### src/rtl/atsort_pkg.sv
// ----------------------------------------------------------------------------
// atsort_pkg
// Shared types and constants for the adjacency matrix topological sorter:
// request and status codes, field widths, controller command and status words.
// ----------------------------------------------------------------------------
package atsort_pkg;

    // fixed field widths
    localparam int NODE_W        = 5;
    localparam int COUNT_W       = 6;
    localparam int REQ_W         = 2;
    localparam int STATUS_W      = 3;
    localparam int IN_TDATA_W    = 16;
    localparam int OUT_TDATA_W   = 8;
    localparam int MAX_NODES_DEF = 32;

    // request codes
    typedef enum logic [REQ_W-1:0] {
        REQ_ADD    = 2'd0,
        REQ_REMOVE = 2'd1,
        REQ_SORT   = 2'd2,
        REQ_NONE   = 2'd3
    } req_t;

    // result status codes
    typedef enum logic [STATUS_W-1:0] {
        ST_OK        = 3'd0,
        ST_CONNECTED = 3'd1,
        ST_NO_EDGE   = 3'd2,
        ST_RANGE     = 3'd3,
        ST_EMPTY     = 3'd4
    } status_t;

    // controller to datapath commands
    typedef struct packed {
        logic accept;       // latch request fields
        logic edge_op;      // add or remove an edge, latch status
        logic set_empty;    // latch graph-empty status
        logic load_single;  // load single result word
        logic sort_init;    // clear marks and counters
        logic root_next;    // advance root index
        logic root_start;   // start search at root
        logic scan_next;    // advance successor index
        logic push;         // descend into successor
        logic pop;          // finish node, record post-order
        logic restore;      // reload frame from stack
        logic emit_init;    // start emitting reversed post-order
        logic emit_load;    // load one order word
    } cmd_t;

    // datapath to controller status
    typedef struct packed {
        req_t req;
        logic empty;
        logic root_done;
        logic root_visited;
        logic b_end;
        logic hit;
        logic depth_one;
        logic out_free;
        logic emit_last;
    } sts_t;

endpackage

### src/rtl/atsort_ram.sv
// ----------------------------------------------------------------------------
// atsort_ram
// Generic simple dual-port RAM, one write port, one read port, registered
// read data (read returns old contents on a same-address write).
// ----------------------------------------------------------------------------
module atsort_ram #(
    parameter int WIDTH = 8,
    parameter int DEPTH = 32
) (
    input  logic                     aclk,
    input  logic                     wr_en,
    input  logic [$clog2(DEPTH)-1:0] wr_addr,
    input  logic [WIDTH-1:0]         wr_data,
    input  logic [$clog2(DEPTH)-1:0] rd_addr,
    output logic [WIDTH-1:0]         rd_data
);

    logic [WIDTH-1:0] mem [DEPTH];

    // write port
    always_ff @(posedge aclk) begin
        if (wr_en) begin
            mem[wr_addr] <= wr_data;
        end
    end

    // registered read port
    always_ff @(posedge aclk) begin
        rd_data <= mem[rd_addr];
    end

endmodule

### src/rtl/atsort_ctrl.sv
// ----------------------------------------------------------------------------
// atsort_ctrl
// Sequencer for edge requests and the depth-first sort: dispatches each
// request, steps the search one successor bit per cycle while scanning, then emits results.
// ----------------------------------------------------------------------------
module atsort_ctrl (
    input  logic               aclk,
    input  logic               aresetn,
    input  logic               s_tvalid,
    output logic               s_tready,
    input  atsort_pkg::sts_t   sts,
    output atsort_pkg::cmd_t   cmd
);
    import atsort_pkg::*;

    typedef enum logic [6:0] {
        S_IDLE     = 7'b0000001,
        S_DISPATCH = 7'b0000010,
        S_RESULT   = 7'b0000100,
        S_ROOT     = 7'b0001000,
        S_SCAN     = 7'b0010000,
        S_POP      = 7'b0100000,
        S_EMIT     = 7'b1000000
    } state_t;

    state_t state_reg, state_next;

    // state register
    always_ff @(posedge aclk) begin
        if (!aresetn) begin
            state_reg <= S_IDLE;
        end else begin
            state_reg <= state_next;
        end
    end

    assign s_tready = (state_reg == S_IDLE);

    // next state and commands
    always_comb begin
        state_next = state_reg;
        cmd        = '0;
        unique case (state_reg)
            S_IDLE: begin
                if (s_tvalid) begin
                    cmd.accept = 1'b1;
                    state_next = S_DISPATCH;
                end
            end
            S_DISPATCH: begin
                unique case (sts.req)
                    REQ_ADD, REQ_REMOVE: begin
                        cmd.edge_op = 1'b1;
                        state_next  = S_RESULT;
                    end
                    REQ_SORT: begin
                        if (sts.empty) begin
                            cmd.set_empty = 1'b1;
                            state_next    = S_RESULT;
                        end else begin
                            cmd.sort_init = 1'b1;
                            state_next    = S_ROOT;
                        end
                    end
                    default: begin
                        state_next = S_IDLE;
                    end
                endcase
            end
            S_RESULT: begin
                if (sts.out_free) begin
                    cmd.load_single = 1'b1;
                    state_next      = S_IDLE;
                end
            end
            S_ROOT: begin
                priority if (sts.root_done) begin
                    cmd.emit_init = 1'b1;
                    state_next    = S_EMIT;
                end else if (sts.root_visited) begin
                    cmd.root_next = 1'b1;
                end else begin
                    cmd.root_start = 1'b1;
                    state_next     = S_SCAN;
                end
            end
            S_SCAN: begin
                priority if (sts.b_end) begin
                    cmd.pop    = 1'b1;
                    state_next = sts.depth_one ? S_ROOT : S_POP;
                end else if (sts.hit) begin
                    cmd.push = 1'b1;
                end else begin
                    cmd.scan_next = 1'b1;
                end
            end
            S_POP: begin
                cmd.restore = 1'b1;
                state_next  = S_SCAN;
            end
            S_EMIT: begin
                if (sts.out_free) begin
                    cmd.emit_load = 1'b1;
                    if (sts.emit_last) begin
                        state_next = S_IDLE;
                    end
                end
            end
            default: begin
                state_next = S_IDLE;
            end
        endcase
    end

    // at most one search step per cycle
    ap_one_step: assert property (@(posedge aclk) disable iff (!aresetn)
        $onehot0({cmd.push, cmd.pop, cmd.scan_next, cmd.restore}))
        else $error("more than one search step in a cycle");

    // a result word is loaded only when the output register is free
    ap_load_free: assert property (@(posedge aclk) disable iff (!aresetn)
        (cmd.load_single || cmd.emit_load) |-> sts.out_free)
        else $error("result loaded over a waiting word");

    // an accepted request moves the sequencer on to dispatch
    ap_accept_idle: assert property (@(posedge aclk) disable iff (!aresetn)
        cmd.accept |=> (state_reg == S_DISPATCH))
        else $error("accepted request not dispatched");

endmodule

### src/rtl/atsort_dp.sv
// ----------------------------------------------------------------------------
// atsort_dp
// Datapath: adjacency matrix, search stack and post-order memories, visited
// marks, search counters and the output register.
// ----------------------------------------------------------------------------
module atsort_dp #(
    parameter int MAX_NODES = atsort_pkg::MAX_NODES_DEF
) (
    input  logic                                aclk,
    input  logic                                aresetn,
    input  logic                                cfg_wr_en,
    input  logic [atsort_pkg::COUNT_W-1:0]      cfg_wr_data,
    input  logic [atsort_pkg::IN_TDATA_W-1:0]   s_tdata,
    output logic [atsort_pkg::OUT_TDATA_W-1:0]  m_tdata,
    output logic                                m_tlast,
    output logic                                m_tvalid,
    input  logic                                m_tready,
    input  atsort_pkg::cmd_t                    cmd,
    output atsort_pkg::sts_t                    sts
);
    import atsort_pkg::*;

    localparam int IW = $clog2(MAX_NODES);
    localparam int CW = IW + 1;
    localparam int SW = IW + CW;

    // configuration and request fields
    logic [COUNT_W-1:0]  node_count_reg;
    req_t                req_reg;
    logic [NODE_W-1:0]   src_reg, dst_reg;

    // search state
    logic [IW-1:0]        v_reg, v_next;
    logic [CW-1:0]        b_reg, b_next;
    logic [CW-1:0]        depth_reg, depth_next;
    logic [CW-1:0]        root_reg, root_next;
    logic [CW-1:0]        post_count_reg, post_count_next;
    logic [IW-1:0]        emit_reg, emit_next;
    logic [MAX_NODES-1:0] visited_reg, visited_next;
    status_t              status_reg, status_next;

    // output register
    logic                 out_valid_reg, out_valid_next;
    logic [STATUS_W-1:0]  out_status_reg, out_status_next;
    logic [NODE_W-1:0]    out_node_reg, out_node_next;
    logic                 out_last_reg, out_last_next;

    // memory ports
    logic [MAX_NODES-1:0] adj_rdata, adj_wdata, adj_raw;
    logic                 adj_we;
    logic [MAX_NODES-1:0] row_valid_reg;
    logic                 adj_rd_valid_reg;
    logic [SW-1:0]        stk_rdata;
    logic [CW-1:0]        stk_rd_full, pc_minus_one;
    logic [IW-1:0]        post_rdata;

    // derived values
    logic [CW-1:0]        n_eff;
    logic [IW-1:0]        src_idx, dst_idx, b_idx, root_idx, stk_v;
    logic [CW-1:0]        stk_b;
    logic [MAX_NODES-1:0] dmask;
    logic                 range_bad, edge_bit;

    // effective node count, saturated to the matrix size
    always_comb begin
        if (7'(node_count_reg) > 7'(MAX_NODES)) begin
            n_eff = CW'(MAX_NODES);
        end else begin
            n_eff = CW'(node_count_reg);
        end
    end

    assign src_idx   = IW'(src_reg);
    assign dst_idx   = IW'(dst_reg);
    assign b_idx     = b_reg[IW-1:0];
    assign root_idx  = root_reg[IW-1:0];
    assign stk_v     = stk_rdata[SW-1:CW];
    assign stk_b     = stk_rdata[CW-1:0];
    assign range_bad = (7'(src_reg) >= 7'(n_eff)) || (7'(dst_reg) >= 7'(n_eff));
    assign edge_bit  = adj_rdata[dst_idx];

    always_comb begin
        dmask          = '0;
        dmask[dst_idx] = 1'b1;
    end

    // rows never written since reset read as empty
    assign adj_rdata = adj_rd_valid_reg ? adj_raw : '0;

    always_ff @(posedge aclk) begin
        if (!aresetn) begin
            row_valid_reg    <= '0;
            adj_rd_valid_reg <= 1'b0;
        end else begin
            if (adj_we) begin
                row_valid_reg[src_idx] <= 1'b1;
            end
            adj_rd_valid_reg <= row_valid_reg[v_next];
        end
    end

    // edge write: flip the addressed bit when the request changes it
    assign adj_wdata = adj_rdata ^ dmask;
    assign adj_we    = cmd.edge_op && !range_bad &&
                       ((req_reg == REQ_ADD) ? !edge_bit : edge_bit);

    // config register and request latch
    always_ff @(posedge aclk) begin
        if (!aresetn) begin
            node_count_reg <= '0;
        end else if (cfg_wr_en) begin
            node_count_reg <= cfg_wr_data;
        end
    end

    always_ff @(posedge aclk) begin
        if (cmd.accept) begin
            req_reg <= req_t'(s_tdata[1:0]);
            src_reg <= s_tdata[6:2];
            dst_reg <= s_tdata[11:7];
        end
    end

    // search state update
    always_comb begin
        v_next          = v_reg;
        b_next          = b_reg;
        depth_next      = depth_reg;
        root_next       = root_reg;
        post_count_next = post_count_reg;
        emit_next       = emit_reg;
        visited_next    = visited_reg;
        status_next     = status_reg;
        pc_minus_one    = post_count_reg - CW'(1);

        if (cmd.accept) begin
            v_next = IW'(s_tdata[6:2]);
        end
        if (cmd.edge_op) begin
            priority if (range_bad) begin
                status_next = ST_RANGE;
            end else if (req_reg == REQ_ADD) begin
                status_next = edge_bit ? ST_CONNECTED : ST_OK;
            end else begin
                status_next = edge_bit ? ST_OK : ST_NO_EDGE;
            end
        end
        if (cmd.set_empty) begin
            status_next = ST_EMPTY;
        end
        if (cmd.sort_init) begin
            visited_next    = '0;
            post_count_next = '0;
            root_next       = '0;
            depth_next      = '0;
        end
        if (cmd.root_next) begin
            root_next = root_reg + CW'(1);
        end
        if (cmd.root_start) begin
            visited_next[root_idx] = 1'b1;
            v_next                 = root_idx;
            b_next                 = '0;
            depth_next             = CW'(1);
        end
        if (cmd.scan_next) begin
            b_next = b_reg + CW'(1);
        end
        if (cmd.push) begin
            visited_next[b_idx] = 1'b1;
            v_next              = b_idx;
            b_next              = '0;
            depth_next          = depth_reg + CW'(1);
        end
        if (cmd.pop) begin
            depth_next      = depth_reg - CW'(1);
            post_count_next = post_count_reg + CW'(1);
        end
        if (cmd.restore) begin
            v_next = stk_v;
            b_next = stk_b;
        end
        if (cmd.emit_init) begin
            emit_next = pc_minus_one[IW-1:0];
        end
        if (cmd.emit_load && (emit_reg != '0)) begin
            emit_next = emit_reg - IW'(1);
        end
    end

    always_ff @(posedge aclk) begin
        if (!aresetn) begin
            visited_reg    <= '0;
            depth_reg      <= '0;
            post_count_reg <= '0;
        end else begin
            visited_reg    <= visited_next;
            depth_reg      <= depth_next;
            post_count_reg <= post_count_next;
        end
    end

    always_ff @(posedge aclk) begin
        v_reg      <= v_next;
        b_reg      <= b_next;
        root_reg   <= root_next;
        emit_reg   <= emit_next;
        status_reg <= status_next;
    end

    // output register
    always_comb begin
        out_valid_next  = out_valid_reg;
        out_status_next = out_status_reg;
        out_node_next   = out_node_reg;
        out_last_next   = out_last_reg;
        if (out_valid_reg && m_tready) begin
            out_valid_next = 1'b0;
        end
        priority if (cmd.load_single) begin
            out_valid_next  = 1'b1;
            out_status_next = status_reg;
            out_node_next   = '0;
            out_last_next   = 1'b1;
        end else if (cmd.emit_load) begin
            out_valid_next  = 1'b1;
            out_status_next = ST_OK;
            out_node_next   = NODE_W'(post_rdata);
            out_last_next   = (emit_reg == '0);
        end else begin
            out_last_next   = out_last_reg;
        end
    end

    always_ff @(posedge aclk) begin
        if (!aresetn) begin
            out_valid_reg <= 1'b0;
        end else begin
            out_valid_reg <= out_valid_next;
        end
    end

    always_ff @(posedge aclk) begin
        out_status_reg <= out_status_next;
        out_node_reg   <= out_node_next;
        out_last_reg   <= out_last_next;
    end

    assign m_tvalid = out_valid_reg;
    assign m_tdata  = {out_node_reg, out_status_reg};
    assign m_tlast  = out_last_reg;

    // adjacency matrix, read address follows the next current node
    atsort_ram #(
        .WIDTH (MAX_NODES),
        .DEPTH (MAX_NODES)
    ) u_adj_ram (
        .aclk    (aclk),
        .wr_en   (adj_we),
        .wr_addr (src_idx),
        .wr_data (adj_wdata),
        .rd_addr (v_next),
        .rd_data (adj_raw)
    );

    // search stack of suspended frames
    assign stk_rd_full = depth_next - CW'(1);

    atsort_ram #(
        .WIDTH (SW),
        .DEPTH (MAX_NODES)
    ) u_stack_ram (
        .aclk    (aclk),
        .wr_en   (cmd.push),
        .wr_addr (stk_rd_full[IW-1:0] - IW'(1)),
        .wr_data ({v_reg, b_reg + CW'(1)}),
        .rd_addr (stk_rd_full[IW-1:0]),
        .rd_data (stk_rdata)
    );

    // post-order list, read back in reverse
    atsort_ram #(
        .WIDTH (IW),
        .DEPTH (MAX_NODES)
    ) u_post_ram (
        .aclk    (aclk),
        .wr_en   (cmd.pop),
        .wr_addr (post_count_reg[IW-1:0]),
        .wr_data (v_reg),
        .rd_addr (emit_next),
        .rd_data (post_rdata)
    );

    // status to controller
    always_comb begin
        sts              = '0;
        sts.req          = req_reg;
        sts.empty        = (n_eff == '0);
        sts.root_done    = (root_reg == n_eff);
        sts.root_visited = visited_reg[root_idx];
        sts.b_end        = (b_reg == n_eff);
        sts.hit          = adj_rdata[b_idx] && !visited_reg[b_idx];
        sts.depth_one    = (depth_reg == CW'(1));
        sts.out_free     = !out_valid_reg || m_tready;
        sts.emit_last    = (emit_reg == '0);
    end

    ap_depth: assert property (@(posedge aclk) disable iff (!aresetn)
        depth_reg <= CW'(MAX_NODES))
        else $error("search stack deeper than node count");

    ap_post: assert property (@(posedge aclk) disable iff (!aresetn)
        post_count_reg <= CW'(MAX_NODES))
        else $error("post-order list overflow");

    ap_push: assert property (@(posedge aclk) disable iff (!aresetn)
        (cmd.push || cmd.pop) |-> (depth_reg != '0))
        else $error("search step with empty stack");

    ap_reset: assert property (@(posedge aclk)
        !aresetn |=> !out_valid_reg)
        else $error("output valid after reset");

endmodule

### src/rtl/adjacency_matrix_topological_sort_top.sv
// Edge requests: one result word each, loaded once the output register is free.
// Sort requests: depth-first walk tests one successor bit per cycle while scanning,
//   then one order word per cycle while m_tready is high.
// One request is processed at a time; s_tready is high only between requests.
// Synchronous active-low reset clears the matrix-independent control state,
//   the node count and the output valid; per-row flags make every row read as empty.
// ----------------------------------------------------------------------------
// adjacency_matrix_topological_sort_top
// Directed graph over a bit adjacency matrix with add/remove edge requests
// and a depth-first topological sort emitting the reversed post-order.
// ----------------------------------------------------------------------------
module adjacency_matrix_topological_sort_top #(
    parameter int MAX_NODES = atsort_pkg::MAX_NODES_DEF
) (
    input  logic                               aclk,
    input  logic                               aresetn,
    // node_count register
    input  logic                               cfg_wr_en,
    input  logic [atsort_pkg::COUNT_W-1:0]     cfg_wr_data,
    // request word
    input  logic                               s_tvalid,
    output logic                               s_tready,
    input  logic [atsort_pkg::IN_TDATA_W-1:0]  s_tdata,  // req_type[1:0], src_node[6:2], dst_node[11:7]
    // result word
    output logic                               m_tvalid,
    input  logic                               m_tready,
    output logic [atsort_pkg::OUT_TDATA_W-1:0] m_tdata,  // status[2:0], order_node[7:3]
    output logic                               m_tlast
);
    import atsort_pkg::*;

    cmd_t cmd;
    sts_t sts;

    atsort_ctrl u_ctrl (
        .aclk     (aclk),
        .aresetn  (aresetn),
        .s_tvalid (s_tvalid),
        .s_tready (s_tready),
        .sts      (sts),
        .cmd      (cmd)
    );

    atsort_dp #(
        .MAX_NODES (MAX_NODES)
    ) u_dp (
        .aclk        (aclk),
        .aresetn     (aresetn),
        .cfg_wr_en   (cfg_wr_en),
        .cfg_wr_data (cfg_wr_data),
        .s_tdata     (s_tdata),
        .m_tdata     (m_tdata),
        .m_tlast     (m_tlast),
        .m_tvalid    (m_tvalid),
        .m_tready    (m_tready),
        .cmd         (cmd),
        .sts         (sts)
    );

endmodule
### config.mk
export PLATFORM = sky130hd
export DESIGN_NAME = adjacency_matrix_topological_sort_top
export DESIGN_NICKNAME = d
export VERILOG_FILES = /design/src/rtl/atsort_pkg.sv /design/src/rtl/atsort_ram.sv /design/src/rtl/atsort_ctrl.sv /design/src/rtl/atsort_dp.sv /design/src/rtl/adjacency_matrix_topological_sort_top.sv
export SDC_FILE = /design/constraint.sdc
export NUM_CORES = 2
export LEC_CHECK = 0
export ABC_AREA = 1
export BUFFER_PORTS_ARGS = -buffer_cell sky130_fd_sc_hd__buf_2
export CORE_ASPECT_RATIO = 0.7
export CORE_MARGIN = 2
export CORE_UTILIZATION = 62
export DETAILED_ROUTE_END_ITERATION = 6
export PLACE_DENSITY = 0.78
export SYNTH_ARGS = -nofsm -noshare
export SYNTH_HDL_FRONTEND = slang
export SYNTH_SLANG_ARGS = --single-unit
### constraint.sdc
create_clock -name aclk -period 8.6 [get_ports aclk]
set_input_delay 0.86 -clock aclk [delete_from_list [all_inputs] [get_ports aclk]]
set_output_delay 0.86 -clock aclk [all_outputs]
set_load 0.1 [all_outputs]
==> flow_summary.toml <==
[timing]
post-route-min-period_ps = 6380
maxSlewViolCount = 0
worst_pin_slew_ps = 1420
fmax_ghz = 0.157
worst_slack_ps = 2220
rsz0062_at_grt = "no"
finalSetupViolations = 0
finalCritPeriodShare_pct = 74.2
timing.final.hold_violations = 0
slew_headroom_pct = 4.98
setup_tns_ps = 0
fin_skew_ps = 33.1
fin_hold_ws_ps = 243

[clocking]
cts_tree = "done"
clk_latency_ps = 800
cts.sinks = 1720
cts_root_buf = "clkbuf_16"
cts_inserted_buffers = 156
clkTransAtPathRegs_ps = 60
cts_hold_buf = 0
htreeDepth = 4
cts_resized = 0
cts_buffer_depth = 3
post_cts.repair.setup_buffers = 0

[power]
power.share.clock_pct = 33.4
p_sw_mw = 6.15
power_mw = 20.7
ir_drop_mv = 0.260
leakagePower_nw = 30.5
p_sw_share_pct = 29.7
seq_power_share_pct = 47.5
p_per_area_nw_per_um2 = 258
combPwrFrac_pct = 19.1
internal-power_mw = 14.6

[worst_setup_path]
arrival_ps = 7080
worstPathMaxFanout = 88
worstSetupEndpointType = "register"
crit_type = "register to register"
worstPathRequired_ps = 9300
start_kind = "register"

[routing]
drc = 2
vias = 50700
drt-total-wl_um = 193000
drtIter0Drc = 7935
wl_per_cell_um = 23.4
via_per_inst = 6.17
antenna_left = 0
firstDrtPassIters = 7

[placement]
dp_hpwl_um = 105000
gp_congestion = 0.924
dp_slack_ps = 2390
port-buffer-count = 33

[grt]
antenna_found_initial = 1
overflow = 0
grt_util_all_layers_pct = 31.4
grt_max_degree = 224
grt_pass1_vias = 47600
grt_pass1_wl_um = 287000

[final_layout]
top_regs = "u_dp.u_adj_ram.mem (1024), u_dp.u_stack_ram.mem (352), u_dp.u_post_ram.mem (160)"
utilization_pct = 68.3
largest_register = "u_dp.u_adj_ram.mem"
nNetsFinal = 6604
synthToLayoutAreaGrowth_pct = 9.20
drive_gt1_share_pct = 9.03
largest_register_ffs = 1024
num_antenna_cells = 0

[logic_synthesis]
synthesis.instances = 6614
syn_area_um2 = 73500
avgSynthCellArea_um2 = 11.1
yosys.area_share.simple_pct = 16.5
synth_adder_area_share_pct = 0.596
syn_nets = 6676
synth-main-ff-cell = "edfxtp_1"
yosys_register_bits = 1720
synth_edf_count = 1563
synth_compound_gate_area_share_pct = 8.12
synthXorXnorAreaFrac_pct = 0.596
synthMuxAreaShare_pct = 0
ys_warn_count = 0
seq_area_frac_synth_pct = 68.1
synth_top_family_by_area = "simple AND/OR/NAND/NOR gates"
ys_types = 57
async_flop_share_pct = 0

[floorplan]
dieWidth_um = 416
pin_count = 38
std_cell_rows = 105
die_h_um = 292
die-area_um2 = 121000
core-area_um2 = 117000
initial_core_util_pct = 62.6

[min_path]
hold_class = "input port to register"

[status]
status = "complete, but fails checks"
violations = "design-rule violations"

[job]
maxCapViolations = 0
-- final cells by class --
type / instances / area, um^2
timing repair buffer: 137 / 1030
multi-input combinational: 3815 / 19500
tap: 1551 / 1940
clock buffer: 207 / 4250
fill: 8027 / 37200
inverter: 712 / 2710
clock inverter: 76 / 776
sequential: 1720 / 50100
-- Yosys cell counts, drive strengths merged (30+ instances only) --
master     n  area, um^2
nand2   1653        6250
edfxtp  1563       46900
nand3    717        3640
inv      707        2660
o211ai   499        3750
nor2     336        1340
buf      260        1380
dfxtp    157        3140
o21ai    148         752
clkbuf   107         402
or2      103         644
a21oi    102         510
o22ai     61         382
xor2      38         333
ha        35         438
o21a      30         225
-- power by group through the flow --
stage	clock network [mW]	logic, mW	registers [mW]
global route	7.27	4.26	9.84
floorplan	0	2.52	10.1
global placement	0	3.72	10.0
CTS	6.94	3.86	9.84
detailed placement	0	3.82	10.0
finish	6.93	3.96	9.84
-- worst paths after layout --
path	slack (ps)	startpoint	depth (start not counted)	end
max reg2reg	2220	u_dp.adj_rd_valid_reg	21	u_dp.u_stack_ram.rd_data[7]
min	240	s_tdata[10]	1	u_dp.dst_idx[3]
max	2220	u_dp.adj_rd_valid_reg	21	u_dp.u_stack_ram.rd_data[7]
min reg2reg	430	u_dp.u_post_ram.rd_data[2]	2	u_dp.out_node_reg[2]
-- kinds of logic (layout without fill, tap and decap cells) --
family | Yosys count | count (layout)
AOI/OAI and AO/OA | 883 | 883
xor gates and xnor gates | 50 | 50
and+or+nand+nor | 2847 | 2847
DFF | 1720 | 1720
adders and majority gates | 35 | 35
buffers and inverters | 1079 | 1132
-- routing by layer --
layer | track usage (%) | part of all wire (%) | vias up
met1 | 45.2 | 39 | 24200
met4 | 11.8 | 3.6 | 2
li1 | - | - | 22700
met5 | 0 | 0.0052 | -
met3 | 7.42 | 13 | 456
met2 | 47.0 | 44 | 3252
-- critical path, stage by stage, from the launching register on --
cell and delay (ps):
dfxtp_1 1120, nand2_1 440, nand2_1 150, nand3_1 70
nand2_1 110, nand2_1 60, nand2_1 80, nor2_1 40
nand2_1 180, nand3_2 350, nand2_1 250, o21ai_4 110
inv_4 470, ha_2 660, inv_2 140, buf_4 770
o21ai_0 240, o22ai_1 250, nand2_1 70, nand3_1 210
nand3_1 160, nand2_1 250
-- cell usage in the layout (no fill, tap or decap), types with 5 or more instances in the layout --
master,Yosys,layout
dfxtp_1,157,152
xor2_2,0,25
a21oi_1,102,102
nor2_2,7,8
a22oi_1,8,8
ha_1,35,34
nand2_1,1638,1636
nand3_2,10,10
o211ai_1,499,499
xor2_1,38,12
o221ai_1,5,5
clkbuf_8,0,11
inv_2,19,24
clkinv_1,5,35
nor2_4,8,32
bufinv_16,0,12
dfxtp_2,0,5
buf_12,0,6
nand3_1,707,707
nor2_1,321,296
clkbuf_16,0,158
o22ai_1,61,61
a21o_1,5,5
buf_4,20,96
clkinv_2,0,15
or2_2,102,102
o21ai_0,140,140
nor3_1,17,17
xnor2_2,0,6
o21a_1,30,30
inv_6,1,10
buf_2,220,33
inv_1,685,676
edfxtp_1,1563,1563
clkbuf_1,107,38
xnor2_1,12,5
nand2_2,14,14
-- per-stage QoR --
stage	area, um^2	cells
6_report	80300	8218
5_1_grt	80300	8218
4_1_cts	80200	8216
3_5_place_dp	75200	7933
3_3_place_gp	75200	7933
2_1_floorplan	73500	6614
Power figures use the tool's default switching activity.
